<file path="src/rtl/hip_pkg.sv">
`timescale 1ns / 1ps

package hip_pkg;

  localparam logic CMD_START = 1'b0;
  localparam logic CMD_DATA  = 1'b1;

  localparam logic [7:0] PROTO_RESET = 8'd139;
  localparam int unsigned LEN_W = 12;

  typedef struct packed {
    logic        command;
    logic        is_ipv6;
    logic [63:0] src_addr_high;
    logic [63:0] src_addr_low;
    logic [63:0] dst_addr_high;
    logic [63:0] dst_addr_low;
    logic [15:0] data_word;
    logic        last;
  } hip_in_t;

  typedef struct packed {
    logic [15:0] checksum;
    logic        checksum_ok;
    logic        too_short;
  } hip_out_t;

  typedef struct packed {
    logic        is_start;
    logic        add_en;
    logic [15:0] addend;
    logic        last;
    logic        too_short;
  } hip_entry_t;

  function automatic logic [15:0] oc_fold(input logic [19:0] x);
    logic [16:0] f;
    f = {1'b0, x[15:0]} + {13'b0, x[19:16]};
    return f[15:0] + {15'b0, f[16]};
  endfunction

endpackage

</file>
<file path="src/rtl/hip_front.sv">
`timescale 1ns / 1ps

module hip_front (
  input  logic                 clk_i,
  input  logic                 rst_ni,
  input  logic                 in_valid_i,
  output logic                 in_stall_o,
  input  hip_pkg::hip_in_t     in_data_i,
  input  logic                 cfg_we_i,
  input  logic [7:0]           cfg_data_i,
  output logic                 push_o,
  output hip_pkg::hip_entry_t  push_data_o,
  input  logic                 full_i
);

  logic [7:0]                  proto_q;
  logic                        s1_valid_q;
  logic                        s1_cmd_q;
  logic [15:0]                 s1_word_q;
  logic                        s1_last_q;
  logic [17:0]                 s1_part_q [4];
  logic [17:0]                 part_d [4];
  logic [15:0]                 w [16];
  logic [255:0]                addr_all;
  logic                        in_accept;

  logic                        first_q, first_d;
  logic [hip_pkg::LEN_W-1:0]   bytes_q, bytes_d;
  logic [hip_pkg::LEN_W-1:0]   exp_q, exp_d;

  logic [19:0]                 sum20;
  logic [8:0]                  len_units;
  logic [hip_pkg::LEN_W-1:0]   len;
  logic [hip_pkg::LEN_W-1:0]   exp_use;
  logic [17:0]                 pre18;
  logic [hip_pkg::LEN_W-1:0]   bytes_new;
  logic                        add_en;

  assign in_stall_o = s1_valid_q && full_i;
  assign in_accept  = in_valid_i && !in_stall_o;
  assign push_o     = s1_valid_q && !full_i;

  assign addr_all = {in_data_i.src_addr_high, in_data_i.src_addr_low,
                     in_data_i.dst_addr_high, in_data_i.dst_addr_low};

  always_comb begin
    for (int k = 0; k < 16; k++) begin
      if (in_data_i.is_ipv6 || k == 6 || k == 7 || k == 14 || k == 15) begin
        w[k] = addr_all[255 - 16*k -: 16];
      end else begin
        w[k] = 16'h0;
      end
    end
    for (int j = 0; j < 4; j++) begin
      part_d[j] = 18'(w[4*j]) + 18'(w[4*j+1]) + 18'(w[4*j+2]) + 18'(w[4*j+3]);
    end
  end

  always_ff @(posedge clk_i or negedge rst_ni) begin
    if (!rst_ni) begin
      proto_q <= hip_pkg::PROTO_RESET;
    end else if (cfg_we_i) begin
      proto_q <= cfg_data_i;
    end
  end

  always_ff @(posedge clk_i or negedge rst_ni) begin
    if (!rst_ni) begin
      s1_valid_q <= 1'b0;
    end else if (in_accept) begin
      s1_valid_q <= 1'b1;
    end else if (push_o) begin
      s1_valid_q <= 1'b0;
    end
  end

  always_ff @(posedge clk_i) begin
    if (in_accept) begin
      s1_cmd_q  <= in_data_i.command;
      s1_word_q <= in_data_i.data_word;
      s1_last_q <= in_data_i.last;
      s1_part_q <= part_d;
    end
  end

  always_comb begin
    sum20 = 20'(s1_part_q[0]) + 20'(s1_part_q[1]) + 20'(s1_part_q[2])
          + 20'(s1_part_q[3]);
    len_units = {1'b0, s1_word_q[7:0]} + 9'd1;
    len       = {len_units, 3'b000};
    exp_use   = first_q ? len : exp_q;
    add_en    = bytes_q < exp_use;
    bytes_new = add_en ? bytes_q + hip_pkg::LEN_W'(2) : bytes_q;
    pre18     = 18'(len) + 18'(proto_q) + 18'(s1_word_q);

    push_data_o = '0;
    first_d     = first_q;
    bytes_d     = bytes_q;
    exp_d       = exp_q;
    if (s1_cmd_q == hip_pkg::CMD_START) begin
      push_data_o.is_start = 1'b1;
      push_data_o.addend   = hip_pkg::oc_fold(sum20);
      first_d = 1'b1;
      bytes_d = '0;
      exp_d   = '0;
    end else begin
      push_data_o.add_en    = add_en;
      push_data_o.addend    = first_q ? hip_pkg::oc_fold({2'b0, pre18}) : s1_word_q;
      push_data_o.last      = s1_last_q;
      push_data_o.too_short = bytes_new < exp_use;
      if (s1_last_q) begin
        first_d = 1'b0;
        bytes_d = '0;
        exp_d   = '0;
      end else begin
        first_d = 1'b0;
        bytes_d = bytes_new;
        exp_d   = exp_use;
      end
    end
  end

  always_ff @(posedge clk_i or negedge rst_ni) begin
    if (!rst_ni) begin
      first_q <= 1'b0;
      bytes_q <= '0;
      exp_q   <= '0;
    end else if (push_o) begin
      first_q <= first_d;
      bytes_q <= bytes_d;
      exp_q   <= exp_d;
    end
  end

  a_bytes_bounded: assert property (@(posedge clk_i) disable iff (!rst_ni)
    bytes_q <= exp_q)
    else $error("byte count passed packet length");

endmodule

</file>
<file path="src/rtl/hip_queue.sv">
`timescale 1ns / 1ps

module hip_queue #(
  parameter int unsigned DEPTH = 4
) (
  input  logic                 clk_i,
  input  logic                 rst_ni,
  input  logic                 push_i,
  input  hip_pkg::hip_entry_t  push_data_i,
  output logic                 full_o,
  input  logic                 pop_i,
  output hip_pkg::hip_entry_t  pop_data_o,
  output logic                 empty_o
);

  localparam int unsigned PtrW = (DEPTH > 1) ? $clog2(DEPTH) : 1;
  localparam int unsigned CntW = $clog2(DEPTH + 1);

  hip_pkg::hip_entry_t mem_q [DEPTH];
  logic [PtrW-1:0]     wr_ptr_q, rd_ptr_q;
  logic [CntW-1:0]     count_q;

  assign full_o     = count_q == CntW'(DEPTH);
  assign empty_o    = count_q == '0;
  assign pop_data_o = mem_q[rd_ptr_q];

  always_ff @(posedge clk_i) begin
    if (push_i) begin
      mem_q[wr_ptr_q] <= push_data_i;
    end
  end

  always_ff @(posedge clk_i or negedge rst_ni) begin
    if (!rst_ni) begin
      wr_ptr_q <= '0;
      rd_ptr_q <= '0;
      count_q  <= '0;
    end else begin
      if (push_i) begin
        wr_ptr_q <= (wr_ptr_q == PtrW'(DEPTH - 1)) ? '0 : wr_ptr_q + PtrW'(1);
      end
      if (pop_i) begin
        rd_ptr_q <= (rd_ptr_q == PtrW'(DEPTH - 1)) ? '0 : rd_ptr_q + PtrW'(1);
      end
      if (push_i && !pop_i) begin
        count_q <= count_q + CntW'(1);
      end else if (pop_i && !push_i) begin
        count_q <= count_q - CntW'(1);
      end
    end
  end

  a_no_overflow: assert property (@(posedge clk_i) disable iff (!rst_ni)
    push_i |-> !full_o)
    else $error("push into full queue");

  a_no_underflow: assert property (@(posedge clk_i) disable iff (!rst_ni)
    pop_i |-> !empty_o)
    else $error("pop from empty queue");

endmodule

</file>
<file path="src/rtl/hip_back.sv">
`timescale 1ns / 1ps

module hip_back (
  input  logic                 clk_i,
  input  logic                 rst_ni,
  output logic                 pop_o,
  input  hip_pkg::hip_entry_t  pop_data_i,
  input  logic                 empty_i,
  output logic                 out_valid_o,
  input  logic                 out_stall_i,
  output hip_pkg::hip_out_t    out_data_o
);

  logic [15:0]        acc_q;
  logic [15:0]        acc_sum;
  logic [15:0]        acc_next;
  logic [15:0]        chk;
  logic               out_valid_q;
  hip_pkg::hip_out_t  out_q;

  assign pop_o = !empty_i && (!pop_data_i.last || !out_valid_q || !out_stall_i);

  always_comb begin
    acc_sum = hip_pkg::oc_fold({3'b0, {1'b0, acc_q} + {1'b0, pop_data_i.addend}});
    if (pop_data_i.is_start) begin
      acc_next = pop_data_i.addend;
    end else if (pop_data_i.add_en) begin
      acc_next = acc_sum;
    end else begin
      acc_next = acc_q;
    end
    chk = ~acc_next;
  end

  always_ff @(posedge clk_i or negedge rst_ni) begin
    if (!rst_ni) begin
      acc_q       <= '0;
      out_valid_q <= 1'b0;
    end else begin
      if (pop_o) begin
        acc_q <= pop_data_i.last ? 16'h0 : acc_next;
      end
      if (pop_o && pop_data_i.last) begin
        out_valid_q <= 1'b1;
      end else if (!out_stall_i) begin
        out_valid_q <= 1'b0;
      end
    end
  end

  always_ff @(posedge clk_i) begin
    if (pop_o && pop_data_i.last) begin
      out_q.checksum    <= chk;
      out_q.checksum_ok <= chk == 16'h0;
      out_q.too_short   <= pop_data_i.too_short;
    end
  end

  assign out_valid_o = out_valid_q;
  assign out_data_o  = out_q;

  a_no_overwrite: assert property (@(posedge clk_i) disable iff (!rst_ni)
    (pop_o && pop_data_i.last) |-> (!out_valid_q || !out_stall_i))
    else $error("result overwritten while stalled");

  a_clear_after_last: assert property (@(posedge clk_i) disable iff (!rst_ni)
    (pop_o && pop_data_i.last) |=> (acc_q == 16'h0 && out_valid_q))
    else $error("sum not cleared after final word");

endmodule

</file>
<file path="src/rtl/hip_pseudo_header_checksum.sv">
`timescale 1ns / 1ps

// Internet checksum over a packet plus its IPv4/IPv6 pseudo-header.
// Input channel (in_valid_i / in_stall_o / in_data_i): a start request carries
// the address family and addresses; data requests follow, one 16-bit word
// each, with last on the final word. The packet length is read from the
// first data word and the protocol number from the configuration register.
// Output channel (out_valid_o / out_stall_i / out_data_o): one result per
// final word with checksum, checksum_ok and too_short.
// Throughput: one request per cycle, start or data, sustained while the queue is not full.
// A final word passes the input register, the queue and the output register;
// out_valid_o rises when the output register takes the result.
// A queue of QUEUE_DEPTH entries separates the classifying front from the
// summing back; when it fills, in_stall_o rises. While the receiver stalls,
// the result holds and data words still drain into the running sum; only a
// following final word waits.
// Reset: protocol number returns to 139, queue empties, all sums clear.
// cfg_we_i writes the protocol number; write it only while idle.
module hip_pseudo_header_checksum #(
  parameter int unsigned QUEUE_DEPTH = 4
) (
  input  logic               clk_i,
  input  logic               rst_ni,
  input  logic               in_valid_i,
  output logic               in_stall_o,
  input  hip_pkg::hip_in_t   in_data_i,
  output logic               out_valid_o,
  input  logic               out_stall_i,
  output hip_pkg::hip_out_t  out_data_o,
  input  logic               cfg_we_i,
  input  logic [7:0]         cfg_data_i
);

  logic                 push;
  logic                 full;
  logic                 pop;
  logic                 empty;
  hip_pkg::hip_entry_t  push_data;
  hip_pkg::hip_entry_t  pop_data;

  hip_front u_front (
    .clk_i       (clk_i),
    .rst_ni      (rst_ni),
    .in_valid_i  (in_valid_i),
    .in_stall_o  (in_stall_o),
    .in_data_i   (in_data_i),
    .cfg_we_i    (cfg_we_i),
    .cfg_data_i  (cfg_data_i),
    .push_o      (push),
    .push_data_o (push_data),
    .full_i      (full)
  );

  hip_queue #(
    .DEPTH (QUEUE_DEPTH)
  ) u_queue (
    .clk_i       (clk_i),
    .rst_ni      (rst_ni),
    .push_i      (push),
    .push_data_i (push_data),
    .full_o      (full),
    .pop_i       (pop),
    .pop_data_o  (pop_data),
    .empty_o     (empty)
  );

  hip_back u_back (
    .clk_i       (clk_i),
    .rst_ni      (rst_ni),
    .pop_o       (pop),
    .pop_data_i  (pop_data),
    .empty_i     (empty),
    .out_valid_o (out_valid_o),
    .out_stall_i (out_stall_i),
    .out_data_o  (out_data_o)
  );

endmodule

</file>
<file path="config.mk">
export PLATFORM = sky130hd
export DESIGN_NAME = hip_pseudo_header_checksum
export DESIGN_NICKNAME = d
export VERILOG_FILES = /design/src/rtl/hip_pkg.sv /design/src/rtl/hip_front.sv /design/src/rtl/hip_queue.sv /design/src/rtl/hip_back.sv /design/src/rtl/hip_pseudo_header_checksum.sv
export SDC_FILE = /design/constraint.sdc
export NUM_CORES = 1
export LEC_CHECK = 0
export BUFFER_PORTS_ARGS = -buffer_cell sky130_fd_sc_hd__clkbuf_2
export CAP_MARGIN = 20
export CELL_PAD_IN_SITES_DETAIL_PLACEMENT = 1
export CELL_PAD_IN_SITES_GLOBAL_PLACEMENT = 1
export CORE_MARGIN = 2
export CORE_UTILIZATION = 40
export CTS_BUF_LIST = sky130_fd_sc_hd__clkbuf_8
export DETAILED_ROUTE_END_ITERATION = 8
export GPL_TIMING_DRIVEN = 0
export PLACE_DENSITY = 0.84
export SLEW_MARGIN = 40
export SYNTH_ARGS = -nofsm -noshare
export SYNTH_HDL_FRONTEND = slang
export SYNTH_HIERARCHICAL = 1
export SYNTH_SLANG_ARGS = --single-unit
</file>
<file path="constraint.sdc">
create_clock -name clk_i -period 7.01 [get_ports clk_i]
set_input_delay 0.3505 -clock clk_i [delete_from_list [all_inputs] [get_ports clk_i]]
set_output_delay 0.3505 -clock clk_i [all_outputs]
set_load 0.03 [all_outputs]
</file>
==> flow_metrics.py <==
metrics = {
    "sta": {
        "slew_viol_final": 0,
        "skew_ns": 0.0601,
        "tightest_slew_ns": 0.924,
        "layout_setup_ws_ns": -0.623,
        "setup_viol_count_final": 48,
        "rsz0062_at_grt": "true",
        "hold_viol": 0,
        "period_needed_ns": 7.63,
        "max_freq_mhz": 131,
        "post-route-period-util_pct": 109,
        "maxSlewHeadroom_pct": 38.4,
    },
    "global_routing": {
        "grt_use_total_pct": 25.2,
        "grt.busiest_layer": "met2",
        "grt.met3_usage_pct": 4.30,
        "grt_use_met2_pct": 48.1,
        "antenna_found_initial": 2,
        "grt_max_degree": 58,
        "met1_usage_pct": 27.4,
        "gr-total-overflow": 0,
        "grt_pass1_wl_um": 112000,
        "grt_pass1_vias": 20700,
    },
    "logic_synthesis": {
        "seq_area_frac_synth_pct": 32.0,
        "synth-main-ff-cell": "edfxtp_1",
        "synth-warning-count": 6,
        "ys_seq_elements": 245,
        "postSynthAreaPerCell_um2": 10.2,
        "yosysMostFrequentCell": "inv_1",
        "synth_common_cells": "inv_1, nand2_1, edfxtp_1",
        "postSynthCellCount": 2177,
        "synth_top_area_share_pct": 25.5,
        "synth.distinct_cells": 95,
        "syn-cell-area_mm2": 0.0221,
        "async_flop_share_pct": 23.3,
        "syn-num-nets": 2799,
        "synth.largest_area_cell": "edfxtp_1",
        "synthTopCellsByArea": "edfxtp_1, fa_1, ha_1, dfrtp_1, xnor2_1",
        "synth_edf_count": 188,
    },
    "run": {
        "drv_cap": 0,
    },
    "detailed_routing": {
        "routed_wl_um": 76500,
        "vias_per_cell": 5.60,
        "ant_nets": 0,
        "drt-initial-drc-count": 1024,
        "firstDrtPassIters": 7,
        "vias": 18900,
        "wire_per_inst_um": 22.7,
        "drc": 0,
    },
    "die": {
        "die_width_um": 239,
        "start_util_pct": 40.3,
        "rows": 86,
        "die_h_um": 239,
        "coreArea_mm2": 0.0549,
        "dieArea_mm2": 0.0571,
        "boundaryPins": 308,
    },
    "clock_tree": {
        "clock_latency_ns": 0.66,
        "cts_buffers": 44,
        "cts_tree": "done",
        "clockBufferDepth": 3,
        "clk_pin_slew_ns": 0.08,
        "cts_root_buffer": "clkbuf_8",
        "cts_max_level": 2,
        "clock_sinks": 245,
    },
    "final_layout": {
        "regArea_mm2": 0.00708,
        "design_area_mm2": 0.0276,
        "multi_input_area_mm2": 0.0149,
        "final_util_pct": 50.3,
        "drive_above_1_share_pct": 26.7,
        "layout.filler_cells": 6191,
        "syn_to_final_growth_pct": 24.9,
        "final_nets": 3261,
    },
    "setup_path": {
        "critPathMaxFanout": 10,
        "critPathMostFrequentCell": "ha_4",
        "critical_path_class": "flop to flop",
        "cp-start-kind": "flop",
        "slowest_stage": "edfxtp_1",
        "worstPathArrival_ns": 8.02,
        "max_stage_delay_ns": 0.49,
        "required_ns": 7.40,
        "critPathCaptureType": "flop",
    },
    "worst_hold_path": {
        "worstHoldPathType": "input pin to flop",
    },
    "run_status": {
        "status": "finished, violations left",
        "violations": "setup timing",
    },
    "place": {
        "gp_congestion": 0.938,
        "io_buffers": 305,
        "dp_hpwl_um": 55800,
        "place_area_mm2": 0.0246,
    },
}
## registers in the layout (all words and copies together) (netlist names), 2 cells and up
name / count
u_front/s1_part_q: 72
u_queue/count_q: 3
u_queue/rd_ptr_q: 2
u_queue/wr_ptr_q: 2
u_front/bytes_q: 11
u_queue/mem_q: 80
u_front/s1_word_q: 16
u_back/acc_q: 16
u_front/exp_q: 12
u_back/out_data_o: 18
u_front/proto_q: 8
## final timing paths
| path | start | end | slack [ns] | cells after the start |
|---|---|---|---|---|
| setup / recovery | u_front/s1_word_q[0] | u_queue/mem_q[1][15] | -0.62 | 32 |
| hold / removal | in_data_i[193] | u_front/s1_part_q[36] | 0.16 | 3 |
| setup reg to reg | u_front/s1_word_q[0] | u_queue/mem_q[1][15] | -0.62 | 32 |
| hold reg to reg | u_front/exp_q[0] | u_front/exp_q[0] | 0.50 | 1 |
| max in group asynchronous | rst_ni | u_front/proto_q[3] | 6.36 | 2 |
| min in group asynchronous | rst_ni | u_back/acc_q[14] | 0.27 | 2 |
## kinds of logic after synthesis
family                     synth area share [%]
and+or+nand+nor                            14.9
AOI/OAI and AO/OA                          12.8
adders and majority gates                  24.7
buffers and inverters                      5.40
DFF                                        32.0
xor gates and xnor gates                   6.65
muxes                                      3.45
other                                    0.0170
## routing by layer
metal	wire length [um]	part of all wire (%)
met1	27900	36
met2	40800	53
met3	4480	5.9
met4	3320	4.3
met5	16	0.021
## layout make-up
| cell class | count | area share, % |
|---|---|---|
| antenna | 1 | 0.00906 |
| inverter | 245 | 3.35 |
| clock buffer | 50 | 2.49 |
| clock inverter | 28 | 0.884 |
| multi-input combinational | 1621 | 54.1 |
| tap | 704 | 3.19 |
| sequential | 245 | 25.6 |
| timing repair buffer | 423 | 9.36 |
| buffer | 59 | 0.943 |
## stage by stage
stage               hold WS (ns)  TNS, ns  worst slack [ns]  instances
floorplan                 0.0549        0            0.0161       2177
global placement           0.460   -52.30             -1.27       3186
detailed placement         0.359   -77.98             -1.67       3190
CTS                        0.123    -4.36            -0.215       3337
global route               0.132   -24.21            -0.784       3375
finish                     0.158   -14.49            -0.623       3376
## worst max-delay path: cells and delay by family (launching register included)
family	cells	cell delay, ns
adders and majority gates	4	0.81
DFF	1	0.49
buffers and inverters	2	0.26
AOI/OAI and AO/OA	7	1.50
xor gates and xnor gates	2	0.84
and+or+nand+nor	17	3.43
## repair_timing
| action | in CTS | in global routing |
|---|---|---|
| hold buffers | 29 | 0 |
| gates resized for setup | 103 | 135 |
| setup endpoints to repair | 86 | 69 |
| endpoints found under the hold margin | 81 | 0 |
| setup buffers | 45 | 40 |
| pin swaps | 44 | 83 |
## cells in the final DEF (no fill, tap or decap), types with 16 or more instances in the layout
cell and n:
clkbuf_2 304, inv_1 246, nand2_1 209, edfxtp_1 188
fa_1 165, ha_1 131, and2_1 111, xnor2_1 106
o21ai_0 94, nor2_1 86, buf_4 78, a21oi_1 68
dfrtp_1 52, clkbuf_8 51, clkbuf_1 46, xor2_1 39
a21o_1 38, nand3_1 31, nor3_1 30, dlygate4sd3_1 29
ha_4 24, or3_1 22, mux4_2 18, mux2i_1 17
nand4_1 17, nor2b_1 16, a21boi_0 16
Power is left out: the tool's default activity adds up to more than one toggle a clock period on the data nets, which glitch-free logic cannot reach.
